--- config.mk ---
export PLATFORM = sky130hd
export DESIGN_NAME = mms_ctrl
export DESIGN_NICKNAME = d
export VERILOG_FILES = /design/src/hw/rtl/mms_pkg.sv /design/src/hw/rtl/mms_ctrl.sv
export SDC_FILE = /design/constraint.sdc
export NUM_CORES = 1
export LEC_CHECK = 0
export ABC_AREA = 1
export CAP_MARGIN = 20
export CELL_PAD_IN_SITES_DETAIL_PLACEMENT = 1
export CELL_PAD_IN_SITES_GLOBAL_PLACEMENT = 2
export CORE_ASPECT_RATIO = 1.25
export CORE_MARGIN = 1
export CORE_UTILIZATION = 30
export CTS_BUF_LIST = sky130_fd_sc_hd__clkbuf_16
export CTS_CLUSTER_SIZE = 25
export DETAILED_ROUTE_END_ITERATION = 6
export DONT_BUFFER_PORTS = 1
export PLACE_DENSITY_LB_ADDON = 0.1
export SLEW_MARGIN = 25
export SYNTH_ARGS = -nofsm -noshare
export SYNTH_HDL_FRONTEND = slang
export SYNTH_SLANG_ARGS = --single-unit
--- constraint.sdc ---
create_clock -name clk_i -period 2.01 [get_ports clk_i]
set_clock_uncertainty 0.05 [all_clocks]
set_input_delay 0.201 -clock clk_i [delete_from_list [all_inputs] [get_ports clk_i]]
set_output_delay 0.201 -clock clk_i [all_outputs]
set_load 0.05 [all_outputs]
--- src/hw/rtl/mms_pkg.sv ---
`timescale 1ns / 1ps
package mms_pkg;

  localparam int MAX_DEPTH   = 64;
  localparam int ADDR_W      = $clog2(MAX_DEPTH);
  localparam int FRAC_BITS   = 16;
  localparam int WEIGHT_BITS = 16;
  localparam int MIN_SEASON  = 5;
  localparam int SUM_W       = 40;
  localparam int CNT_W       = 16;
  localparam int DIV_NUM_W   = 56;
  localparam int DIV_DEN_W   = 40;
  localparam int DIV_CNT_W   = $clog2(DIV_NUM_W);
  localparam int PADDR_W     = 5;

  localparam logic [16:0] WEIGHT_ONE = 17'h10000;

  // register indexes
  localparam logic [2:0] REG_MODE   = 3'd0;
  localparam logic [2:0] REG_WINDOW = 3'd1;
  localparam logic [2:0] REG_ALPHA  = 3'd2;
  localparam logic [2:0] REG_BETA   = 3'd3;
  localparam logic [2:0] REG_GAMMA  = 3'd4;
  localparam logic [2:0] REG_SEASON = 3'd5;

  typedef enum logic [1:0] {
    MODE_MA,
    MODE_EXP,
    MODE_DEXP,
    MODE_HW
  } mode_e;

  typedef struct packed {
    mode_e       mode;
    logic [6:0]  window;
    logic [16:0] alpha;
    logic [16:0] beta;
    logic [16:0] gamma;
    logic [6:0]  season;
  } cfg_t;

  typedef enum logic [4:0] {
    OP_NONE,
    OP_CLR,
    OP_START,
    OP_FIRST,
    OP_RD,
    OP_MAUPD,
    OP_DIV,
    OP_MAFIN,
    OP_NMMUL,
    OP_NMWR,
    OP_HS,
    OP_BLA,
    OP_BLB,
    OP_BLC,
    OP_HWBUF,
    OP_COMMIT,
    OP_MFA,
    OP_MFB,
    OP_HWCOMMIT,
    OP_LOAD
  } op_e;

  // which operand set a read, blend or divide works on
  typedef enum logic [3:0] {
    T_MA,
    T_NM,
    T_HW,
    T_Q1,
    T_Q2,
    T_LVL_E,
    T_TRD,
    T_LVL_H,
    T_SEA
  } tag_e;

  typedef struct packed {
    op_e  op;
    tag_e tag;
    logic load_x;
  } cmd_t;

  typedef struct packed {
    logic first;
    logic cnt_le_p;
    logic mature;
    logic nm_last;
    logic clr_last;
    logic div_done;
  } status_t;

  function automatic logic signed [31:0] sat32(input logic signed [63:0] v);
    logic signed [31:0] r;
    if (v > 64'sh7FFF_FFFF) begin
      r = 32'sh7FFF_FFFF;
    end else if (v < -64'sh8000_0000) begin
      r = -32'sh8000_0000;
    end else begin
      r = v[31:0];
    end
    return r;
  endfunction

endpackage

--- src/hw/rtl/mms_ctrl.sv ---
`timescale 1ns / 1ps
module mms_ctrl (
  input  logic              clk_i,
  input  logic              rst_ni,
  input  mms_pkg::mode_e    mode_i,
  input  logic              mode_wr_i,
  input  logic              s_tvalid_i,
  output logic              s_tready_o,
  input  logic              m_tready_i,
  output logic              m_tvalid_o,
  input  mms_pkg::status_t  status_i,
  output mms_pkg::cmd_t     cmd_o
);
  import mms_pkg::*;

  typedef enum logic [4:0] {
    S_IDLE, S_CLEAR, S_START, S_BRANCH, S_FIRST, S_RD, S_MAUPD, S_DIV, S_DWAIT,
    S_MAFIN, S_NMMUL, S_NMWR, S_HS, S_BLA, S_BLB, S_BLC, S_HWBUF, S_COMMIT,
    S_MFA, S_MFB, S_HWCOM, S_DONE
  } state_e;

  state_e state_q;
  tag_e   tag_q;
  logic   mvalid_q;
  logic   fire;
  logic   can_load;

  assign s_tready_o = (state_q == S_IDLE) && !mode_wr_i;
  assign fire       = s_tvalid_i && s_tready_o;
  assign can_load   = !mvalid_q || m_tready_i;
  assign m_tvalid_o = mvalid_q;

  always_ff @(posedge clk_i or negedge rst_ni) begin
    if (!rst_ni) begin
      state_q  <= S_IDLE;
      tag_q    <= T_MA;
      mvalid_q <= 1'b0;
    end else begin
      if (mvalid_q && m_tready_i) begin
        mvalid_q <= 1'b0;
      end
      case (state_q)
        S_IDLE: begin
          if (mode_wr_i) begin
            state_q <= S_CLEAR;
          end else if (fire) begin
            state_q <= S_START;
          end
        end
        S_CLEAR:  if (status_i.clr_last) state_q <= S_IDLE;
        S_START:  state_q <= S_BRANCH;
        S_BRANCH: begin
          case (mode_i)
            MODE_MA: begin
              state_q <= S_RD;
              tag_q   <= T_MA;
            end
            MODE_HW: begin
              if (status_i.first) begin
                state_q <= S_FIRST;
              end else if (status_i.cnt_le_p) begin
                state_q <= S_BLA;
                tag_q   <= T_LVL_E;
              end else begin
                state_q <= S_RD;
                tag_q   <= status_i.mature ? T_HW : T_NM;
              end
            end
            default: begin
              if (status_i.first) begin
                state_q <= S_FIRST;
              end else begin
                state_q <= S_BLA;
                tag_q   <= T_LVL_E;
              end
            end
          endcase
        end
        S_FIRST: state_q <= (mode_i == MODE_HW) ? S_HWBUF : S_COMMIT;
        S_RD: begin
          case (tag_q)
            T_MA:    state_q <= S_MAUPD;
            T_NM:    state_q <= S_NMMUL;
            default: state_q <= S_HS;
          endcase
        end
        S_MAUPD: begin
          state_q <= S_DIV;
          tag_q   <= T_MA;
        end
        S_DIV: state_q <= S_DWAIT;
        S_DWAIT: begin
          if (status_i.div_done) begin
            case (tag_q)
              T_MA: state_q <= S_MAFIN;
              T_NM: state_q <= S_NMWR;
              T_Q1: begin
                state_q <= S_BLA;
                tag_q   <= T_LVL_H;
              end
              default: begin
                state_q <= S_BLA;
                tag_q   <= T_SEA;
              end
            endcase
          end
        end
        S_MAFIN: state_q <= S_DONE;
        S_NMMUL: state_q <= S_DIV;
        S_NMWR: begin
          state_q <= S_RD;
          tag_q   <= status_i.nm_last ? T_HW : T_NM;
        end
        S_HS: begin
          state_q <= S_DIV;
          tag_q   <= T_Q1;
        end
        S_BLA: state_q <= S_BLB;
        S_BLB: state_q <= S_BLC;
        S_BLC: begin
          case (tag_q)
            T_LVL_E: begin
              if (mode_i == MODE_EXP) begin
                state_q <= S_COMMIT;
              end else begin
                state_q <= S_BLA;
                tag_q   <= T_TRD;
              end
            end
            T_LVL_H: begin
              state_q <= S_BLA;
              tag_q   <= T_TRD;
            end
            T_TRD: begin
              if (mode_i != MODE_HW) begin
                state_q <= S_COMMIT;
              end else if (status_i.cnt_le_p) begin
                state_q <= S_HWBUF;
              end else begin
                state_q <= S_DIV;
                tag_q   <= T_Q2;
              end
            end
            default: state_q <= S_MFA;
          endcase
        end
        S_HWBUF:  state_q <= S_COMMIT;
        S_COMMIT: state_q <= S_DONE;
        S_MFA:    state_q <= S_MFB;
        S_MFB:    state_q <= S_HWCOM;
        S_HWCOM:  state_q <= S_DONE;
        S_DONE: begin
          if (can_load) begin
            mvalid_q <= 1'b1;
            state_q  <= S_IDLE;
          end
        end
        default: state_q <= S_IDLE;
      endcase
    end
  end

  always_comb begin
    cmd_o.tag    = tag_q;
    cmd_o.load_x = fire;
    case (state_q)
      S_CLEAR:  cmd_o.op = OP_CLR;
      S_START:  cmd_o.op = OP_START;
      S_FIRST:  cmd_o.op = OP_FIRST;
      S_RD:     cmd_o.op = OP_RD;
      S_MAUPD:  cmd_o.op = OP_MAUPD;
      S_DIV:    cmd_o.op = OP_DIV;
      S_MAFIN:  cmd_o.op = OP_MAFIN;
      S_NMMUL:  cmd_o.op = OP_NMMUL;
      S_NMWR:   cmd_o.op = OP_NMWR;
      S_HS:     cmd_o.op = OP_HS;
      S_BLA:    cmd_o.op = OP_BLA;
      S_BLB:    cmd_o.op = OP_BLB;
      S_BLC:    cmd_o.op = OP_BLC;
      S_HWBUF:  cmd_o.op = OP_HWBUF;
      S_COMMIT: cmd_o.op = OP_COMMIT;
      S_MFA:    cmd_o.op = OP_MFA;
      S_MFB:    cmd_o.op = OP_MFB;
      S_HWCOM:  cmd_o.op = OP_HWCOMMIT;
      S_DONE:   cmd_o.op = can_load ? OP_LOAD : OP_NONE;
      default:  cmd_o.op = OP_NONE;
    endcase
  end

`ifndef SYNTH
  a_div_wait: assert property (@(posedge clk_i) disable iff (!rst_ni)
    status_i.div_done |-> state_q == S_DWAIT)
    else $error("divider finished outside the wait state");

  a_fire_start: assert property (@(posedge clk_i) disable iff (!rst_ni)
    fire |=> state_q == S_START)
    else $error("accepted beat did not start processing");

  a_norm_mode: assert property (@(posedge clk_i) disable iff (!rst_ni)
    state_q == S_NMWR |-> mode_i == MODE_HW)
    else $error("season normalization outside Holt-Winters mode");

  a_load: assert property (@(posedge clk_i) disable iff (!rst_ni)
    (state_q == S_DONE && can_load) |=> (m_tvalid_o && state_q == S_IDLE))
    else $error("result not presented after completion");
`endif

endmodule

## After elaboration in Yosys (flattened, before gate mapping)

Index checks and enable logic that the tools add are counted.

| cells by class | value |
|---|---|
| eq/ne operators | 40 |
| muxes and demuxes | 35 |
| reduce and logical (&&, ||, !) cells | 15 |

Operator list:

| operator | number |
|---|---|
| one-hot mux 5 bit (19 select lines) | 1 |
| one-hot mux 5 bit (18 select lines) | 1 |
| two-way mux 5 bit | 9 |
| equality test 5 x 4 -> 1 bit, second input constant | 8 |
| two-way mux 4 bit | 9 |
| one-hot mux 4 bit (2 select lines) | 4 |
| equality test 5 bit, second input constant | 6 |
| one-hot mux 4 bit (6 select lines) | 1 |
| equality test 5 x 3 -> 1 bit, second input constant | 4 |
| inequality test 3 bit, second input constant | 6 |
| one-hot mux 5 bit (3 select lines) | 1 |
| equality test 4 x 3 -> 1 bit, second input constant | 3 |
| one-hot mux 4 bit (3 select lines) | 1 |
| equality test 5 x 2 -> 1 bit, second input constant | 2 |
| inequality test 2 bit, second input constant | 5 |
| AND reduction 9 bit | 1 |
| one-hot mux 3 bit (2 select lines) | 1 |
| nonzero test 6 bit | 1 |
| OR reduction 3 bit | 2 |
| equality test 5 x 1 -> 1 bit, second input constant | 1 |
| logical NOT 5 bit | 1 |
| equality test 4 x 1 -> 1 bit, second input constant | 1 |
| equality test 4 x 2 -> 1 bit, second input constant | 1 |
| logical NOT 4 bit | 1 |
| other kinds (12) | 19 |

| storage, ports and cells | value |
|---|---|
| flip-flop bits (word level) | 10 |
| input port bits | 13 |

## Depth between registers and ports, before layout

Gate-level depths: netlist of the first run.

| depth | value |
|---|---|
| depth in word-level cells | 6 |
| gate-level depth with buffers | 11 |
| depth with buffers taken out | 11 |

## Least setup slack after synthesis of the first run

Ideal clock, no wire load.

| timing path | value |
|---|---|
| path type | reg2out |
| start point | register state_q[4] |
| end point | output cmd_o[8] (netlist name) |
| arrival | 1.479 ns |
| path slack | 0.280 ns |
| cell stages (with the launch flop) | 7 |
| cell sequence | dfrtp_1 > buf_2 > nor2_1 > nand2_1 > nor2_1 > nor3_1 > nand4_1 |

RTL lines:

| element | line | source |
|---|---|---|
| from (decl) | mms_ctrl.sv:22 | `state_e state_q;` |
| from (signal assigned) | mms_ctrl.sv:79 | `S_FIRST: state_q <= (mode_i == MODE_HW) ? S_HWBUF : S_COMMIT;` |
| to (decl) | mms_ctrl.sv:12 | `output mms_pkg::cmd_t cmd_o` |

==> key figures, run 1 <==
Setup path
  • Critical Path Source Type: flop
  • Reg-to-reg startpoint: state_q[1]
  • Reg2Reg Depth: 11
  • R2r setup slk: 310 ps
  • Worst setup EP type: output pin
  • CP Max Fanout: 4
  • CP Data Required Time: 1760 ps
  • Type of the worst setup path: flop to output pin
  • Critical path arrival: 1720 ps
  • Worst R2R End: state_q[0]

Cells and area
  • Layout cells sized above 1: 24.2%
  • Multi-input logic area: 968 µm²
  • Fill cell count: about 590
  • Most frequent cells in the layout: nand2_1, nor2_1, inv_1
  • Final std cells w/o fill: 323
  • Synth-to-Final Area Change: 27.7%
  • Number of diodes: 0
  • Register area: 255 µm²
  • Finished Core Util: 39.8%
  • Leading cell type in the layout, fill and taps excluded: nand2_1
  • Nets: around 280

Timing
  • Relative slew slack: 65.8%
  • Fin crit period: about 2000 ps
  • Max Clock Freq: about 0.51 GHz
  • Final worst slack: between 40 and 50 ps
  • Worst Tran Pin Value: ~510 ps
  • Hold Vio Cnt, Final: 0
  • Period utilisation layout: 97.9%
  • Setup violators final: 0
  • Slew Limit Fails: 0
  • RSZ-0062 raised after global routing: true
  • TNS Setup: 0 ps

Drt
  • Total number of vias: roughly 1500
  • Per-cell routed wire length: 15.5 µm
  • DRT Pass-1 Iters: 4
  • Residual DRC: 0
  • WL final: approximately 5 mm
  • Via density: between 4 and 5
  • 1st-iter DRT viols: 55
  • Post-route ant nets: 0

Placement
  • Placed insts: 314
  • IO Port Bufs: 0
  • Post-place setup slack: 75.5 ps
  • Post-DP HPWL: 4.13 mm
  • GP Congestion: 0.870

Clock network
  • Clk sinks: 10
  • Clock tree root buffer cell: clkbuf_16
  • Worst-Skew Late Latency: 240 ps
  • Clock transition at path regs: 40 ps
  • CTS tree: done
  • Total CTS buffers: 3
  • Clock buffer depth: 2
  • Htree depth: 1

Global routing
  • Largest net degree at the start of global routing: 11
  • GRT Total Usage: 22.3%
  • GR Overflow Total: 0
  • First-pass GRT wire length: 8.16 mm
  • Initial antenna violation count: 0
  • Vias in the first global route: 1632

Power and ir drop
  • Cell Pwr Density: 1720 mW/mm²
  • Pwr Total: roughly 3000 µW
  • Peak VDD IR: 0.946 mV
  • Leak pwr: 0.000984 µW

Job
  • Max Cap Viol: 0

Outcome
  • Status: finished, final reports clean

Floorplan
  • Die H: 77.2 µm
  • Row cnt: 27
  • Full die area: between 0.004 and 0.005 mm²
  • Core ar.: approximately 0.0044 mm²
  • # IOs: 25
  • Die X: a little over 60 µm
  • Initial Utilization: 31.2%

Min path
  • Hold_sp: m_tready_i
  • Worst Hold Endpoint: m_tvalid_o
  • Hold Path Depth: 1
  • Worst hold path class: primary input to flop

Yosys
  • Synth cell types: 23
  • Post-Synthesis Cells: around 240
  • Cell area after technology mapping: between 0.001 and 0.0015 mm²
  • Syn avg cell area: 5.61 µm²
  • Number of warning messages in the yosys log: 0
  • Synth Net Count: around 260
  • Register bit count reported by yosys: 10
  • Seq/Total Area, Yosys: a little under a fifth
==> worst max-delay path by stage <==
stage	startpoint	slack, ps	cells past startpoint	end
finish	state_q[1]	40	8	cmd_o[6]
global route	state_q[2]	-20	8	cmd_o[5]
CTS	state_q[3]	30	6	cmd_o[5]
detailed placement	state_q[1]	80	8	cmd_o[6]
global placement	state_q[1]	80	8	cmd_o[6]
floorplan	state_q[4]	280	6	cmd_o[8]
==> cell type report <==
cell class | count | share of cell area [%]
timing repair buffer | 23 | 12.0
inverter | 40 | 8.95
clock buffer | 3 | 4.33
tap | 58 | 4.18
multi-input combinational | 189 | 55.8
sequential | 10 | 14.7
==> metrics by stage <==
stage / cell area, µm² / hold WS [ps]
6_report: 1730 / 23.7
5_1_grt: 1730 / 41.5
4_1_cts: 1660 / 25.8
3_5_place_dp: 1550 / -144
3_3_place_gp: 1550 / -144
2_1_floorplan: 1360 / -145
==> power breakdown <==
part	switching [µW]	internal, µW
registers	119	295
clock network	100	259
logic	1490	720
==> what timing repair did <==
item,in CTS,in global routing
pin swaps,0,2
setup endpoints to repair,3,7
hold buffers,1,0
setup buffers,2,3
gates resized for setup,3,16
endpoints found under the hold margin,10,0
==> cells in the mapped netlist <==
cell | instances | area [µm²]
inv_2 | 4 | 15.0
nand2_4 | 2 | 22.5
nor3_1 | 6 | 30.0
nor3b_1 | 1 | 7.51
a21oi_1 | 5 | 25.0
nand3_4 | 2 | 35.0
nand3_1 | 29 | 145
ha_1 | 3 | 37.5
dfrtp_1 | 10 | 250
nand3_2 | 2 | 20.0
nor2_2 | 3 | 18.8
nor2_4 | 5 | 56.3
buf_4 | 2 | 15.0
nor2_1 | 44 | 165
o211ai_1 | 1 | 7.51
o21ai_0 | 8 | 40.0
clkinv_2 | 1 | 5.00
nand2_2 | 4 | 25.0
or2_2 | 1 | 6.26
buf_2 | 1 | 5.00
nand2_1 | 65 | 244
inv_1 | 35 | 131
nand4_1 | 8 | 50.1
==> registers in the layout, indices dropped and copies added (netlist names) <==
name,cells
state_q,5
tag_q,4
m_tvalid_o,1
==> metal layers <==
metal	global-route usage (%)	up-vias	part of all wire, %
met4	7.67	0	2.2
met3	3.57	8	1.8
met5	0	-	0
li1	-	808	-
met2	43.5	22	55
met1	23.7	698	41
==> critical path: stages (launching register included) <==
cell and delay (ps):
dfrtp_2 390, inv_1 70, nand3_1 180, inv_1 100, nand2_1 130, nand2_1 130
nor3_1 200, nand2_1 110, buf_12 160
==> logic make-up (layout without fill, tap and decap cells) <==
kind of cell             count (synthesis)  after routing  synth area share [%]
buffers and inverters                   43             66                  12.6
AO/OA/AOI/OAI                           14             14                  5.35
AND/OR/NAND/NOR                        172            172                  60.8
flip-flops                              10             10                  18.4
adder cells (fa/ha/maj)                  3              3                  2.77
(Power assumes the default switching activity.)
==> run 2: changes to the inputs <==
--- a/config.mk
+++ b/config.mk
@@ -5,7 +5,7 @@
 export SDC_FILE = /design/constraint.sdc
 export NUM_CORES = 1
 export LEC_CHECK = 0
-export ABC_AREA = 1
+export ABC_AREA = 0
 export CAP_MARGIN = 20
 export CELL_PAD_IN_SITES_DETAIL_PLACEMENT = 1
 export CELL_PAD_IN_SITES_GLOBAL_PLACEMENT = 2
==> run 2 against run 1 <==
Against the previous run: via count decreased by 3.3%; die area shrank 0.44%; count of clock-buffer cells in the layout unchanged; total power rose by 4.0%; final area increased by 2.2%; setup slack better by 31 ps; global-route usage barely moved; flip-flop and latch count unchanged; clock power is essentially flat; hold slack better by 130 ps; critical path depth decreased by 2; critical path type is now flop to flop; critical endpoint is now tag_q[0]; highest routed layer unchanged.
==> key figures, run 2 <==
Placement
  • GP Congestion: 0.845
  • Placed insts: around 260
  • Post-place setup slack: between 30 and 40 ps
  • IO Port Bufs: 0
  • Post-DP HPWL: 3.85 mm

Yosys
  • Number of warning messages in the yosys log: 0
  • Synth Net Count: 198
  • Ys flop type: dfrtp_1
  • Cell area after technology mapping: 0.00135 mm²
  • Yosys top cell by area: dfrtp_1
  • EDFF count, synth: 0
  • Synth cell types: around 60
  • Async SR Flop Fraction: 100%
  • Most common cell in the synthesized netlist: a21oi_1
  • Top cells by area, synth: dfrtp_1, a21oi_1, mux2_4, nor2_1, nor3_1
  • Register bit count reported by yosys: 10
  • Seq/Total Area, Yosys: 18.5%
  • Syn avg cell area: 7.42 µm²
  • Top-area cell type share of the netlist area: 18.5%
  • Post-Synthesis Cells: 182
  • Top cell types by occurrence after synthesis: a21oi_1, nor2_1, nand2_1, dfrtp_1, nor3_1

Setup path
  • Slowest cell on crit path: dfrtp_1
  • CP Max Fanout: 24
  • Slowest stage delay, CP: about 400 ps
  • Critical Path Start: state_q[1]
  • Critical path arrival: 2010 ps
  • CP Data Required Time: 2080 ps
  • Type of the worst setup path: flop to flop
  • Reg-to-reg startpoint: state_q[1]
  • Worst setup EP type: flop
  • Critical Path Source Type: flop
  • Crit path cell chain: buf_12 > and4bb_1 > a21oi_1 > or2_1 > a311o_1 > mux2_4

Clock network
  • Htree depth: 1
  • CTS tree: done
  • Clock buffer depth: 2
  • Clk sinks: 10
  • Clock transition at path regs: about 40 ps
  • Total CTS buffers: 3
  • Clock tree root buffer cell: clkbuf_16
  • Worst-Skew Late Latency: around 240 ps

Min path
  • Hold_sp: m_tready_i
  • Worst hold path class: primary input to flop

Floorplan
  • Full die area: 0.00478 mm²
  • Initial Utilization: approximately 32%
  • Die H: ~77 µm
  • Core ar.: 0.00420 mm²
  • Die X: 62.0 µm
  • # IOs: 25
  • Row cnt: 26

Drt
  • Per-cell routed wire length: approximately 19 µm
  • Total number of vias: 1485
  • WL final: 4.82 mm
  • Residual DRC: 0
  • Post-route ant nets: 0
  • Via density: about 5.7
  • DRT Pass-1 Iters: 4
  • 1st-iter DRT viols: 81

Cells and area
  • Most frequent cells in the layout: buf_4, a21oi_1, nor2_1
  • Fill cell count: 518
  • Number of diodes: 0
  • Synth-to-Final Area Change: 31.1%
  • Final std cells w/o fill: 260
  • Nets: 221
  • Largest Register: state_q
  • Max FFs per register: 5
  • Leading cell type in the layout, fill and taps excluded: buf_4
  • Layout cells sized above 1: 31.4%

Power and ir drop
  • Peak VDD IR: 0.696 mV
  • Cell Pwr Density: 1750 mW/mm²
  • Leak pwr: ~0.0007 µW
  • Pwr Total: 3100 µW

Global routing
  • GRT Total Usage: 22.3%
  • Most used routing layer: met2
  • Vias in the first global route: 1619
  • GR Util met3: under 10%
  • Met1 Resource Use GR: a little over a quarter
  • First-pass GRT wire length: 8.01 mm
  • Initial antenna violation count: 0
  • Largest net degree at the start of global routing: 25
  • GR Overflow Total: 0
  • Global routing usage on met2: 38.6%

Timing
  • Setup violators final: 0
  • Fin crit period: 1940 ps
  • Relative slew slack: 66.1%
  • TNS Setup: 0 ps
  • Hold Vio Cnt, Final: 0
  • Worst Tran Pin Value: between 500 and 600 ps
  • Slew Limit Fails: 0
  • Max Clock Freq: 0.516 GHz
  • Final worst slack: ~73 ps
  • Period utilisation layout: 96.4%
  • RSZ-0062 raised after global routing: false

Outcome
  • Status: finished, final reports clean

Job
  • Max Cap Viol: 0
-- run 2: changes by cell type in the layout (fill, tap and decap cells not counted), moves of 6 or more --
cell     change
a21oi_1     +13
inv_1       -25
nand3_1     -25
nor2_4       -6
nand2_1     -51
buf_4       +14
nor2_1      -26
nand4_1      -8
-- run 2: cell families (layout without fill, tap and decap cells) --
logic type / after synthesis / count (layout) / share of synthesized area, %
flops: 10 / 10 / 18.5
simple gates: 73 / 73 / 31.9
buf+inv: 26 / 48 / 9.63
compound gates: 63 / 63 / 30.7
mux: 4 / 4 / 4.44
xor+xnor: 3 / 3 / 1.94
fa+ha+maj: 3 / 3 / 2.78
-- run 2: what timing repair did --
| action | 4_1_cts | 5_1_grt |
|---|---|---|
| endpoints found under the setup margin | 2 | 8 |
| setup buffers | 0 | 0 |
| endpoints found under the hold margin | 10 | 0 |
| hold buffers | 1 | 0 |
| resized for setup | 2 | 7 |
-- run 2: report_power, final --
group	leakage (µW)	switching [µW]	internal (µW)	total, µW
registers	0.000122	151	287	438
clock network	0.0000423	97.2	261	358
logic	0.000539	1380	922	2310
total	0.000703	1630	1470	3100
-- run 2: stage by stage --
step                utilization (%)  hold WS [ps]  instance area (µm²)
CTS                            41.8           160                 1750
finish                         42.2           153                 1770
global route                   42.2           202                 1770
global placement               39.5          -144                 1660
detailed placement             39.5          -144                 1660
floorplan                         -          -145                 1390
-- run 2: area by class of cell --
| class | instances | area [µm²] | area share (%) |
|---|---|---|---|
| well taps | 56 | 70.1 | 3.95 |
| repair buffers | 36 | 302 | 17.0 |
| clock inverters | 1 | 3.75 | 0.212 |
| clock buffers | 3 | 75.1 | 4.24 |
| multi-input cells | 146 | 1040 | 58.5 |
| flip-flops and latches | 10 | 255 | 14.4 |
| inverters | 8 | 30.0 | 1.69 |
-- run 2: path summary, 6_finish.rpt --
path                         endpoint  slack, ps  cells after the start
hold reg to reg              tag_q[3]        680                      1
setup / recovery             tag_q[0]         70                      6
hold / removal             m_tvalid_o        150                      2
setup reg to reg             tag_q[0]         70                      6
min in group asynchronous    tag_q[3]        320                      1
max in group asynchronous  state_q[0]       1220                      1
-- run 2: metal layers --
| metal | up-vias | share of wire, % |
|---|---|---|
| met2 | 26 | 54 |
| met4 | 0 | 1.5 |
| met3 | 4 | 2.4 |
| met5 | - | 0 |
| li1 | 720 | - |
| met1 | 735 | 42 |
-- run 2: critical path: cells and delay by family, from the launching register on --
family,cells,cell delay (ps)
compound gates,2,450
buf+inv,1,180
flops,1,400
mux,1,260
simple gates,2,480
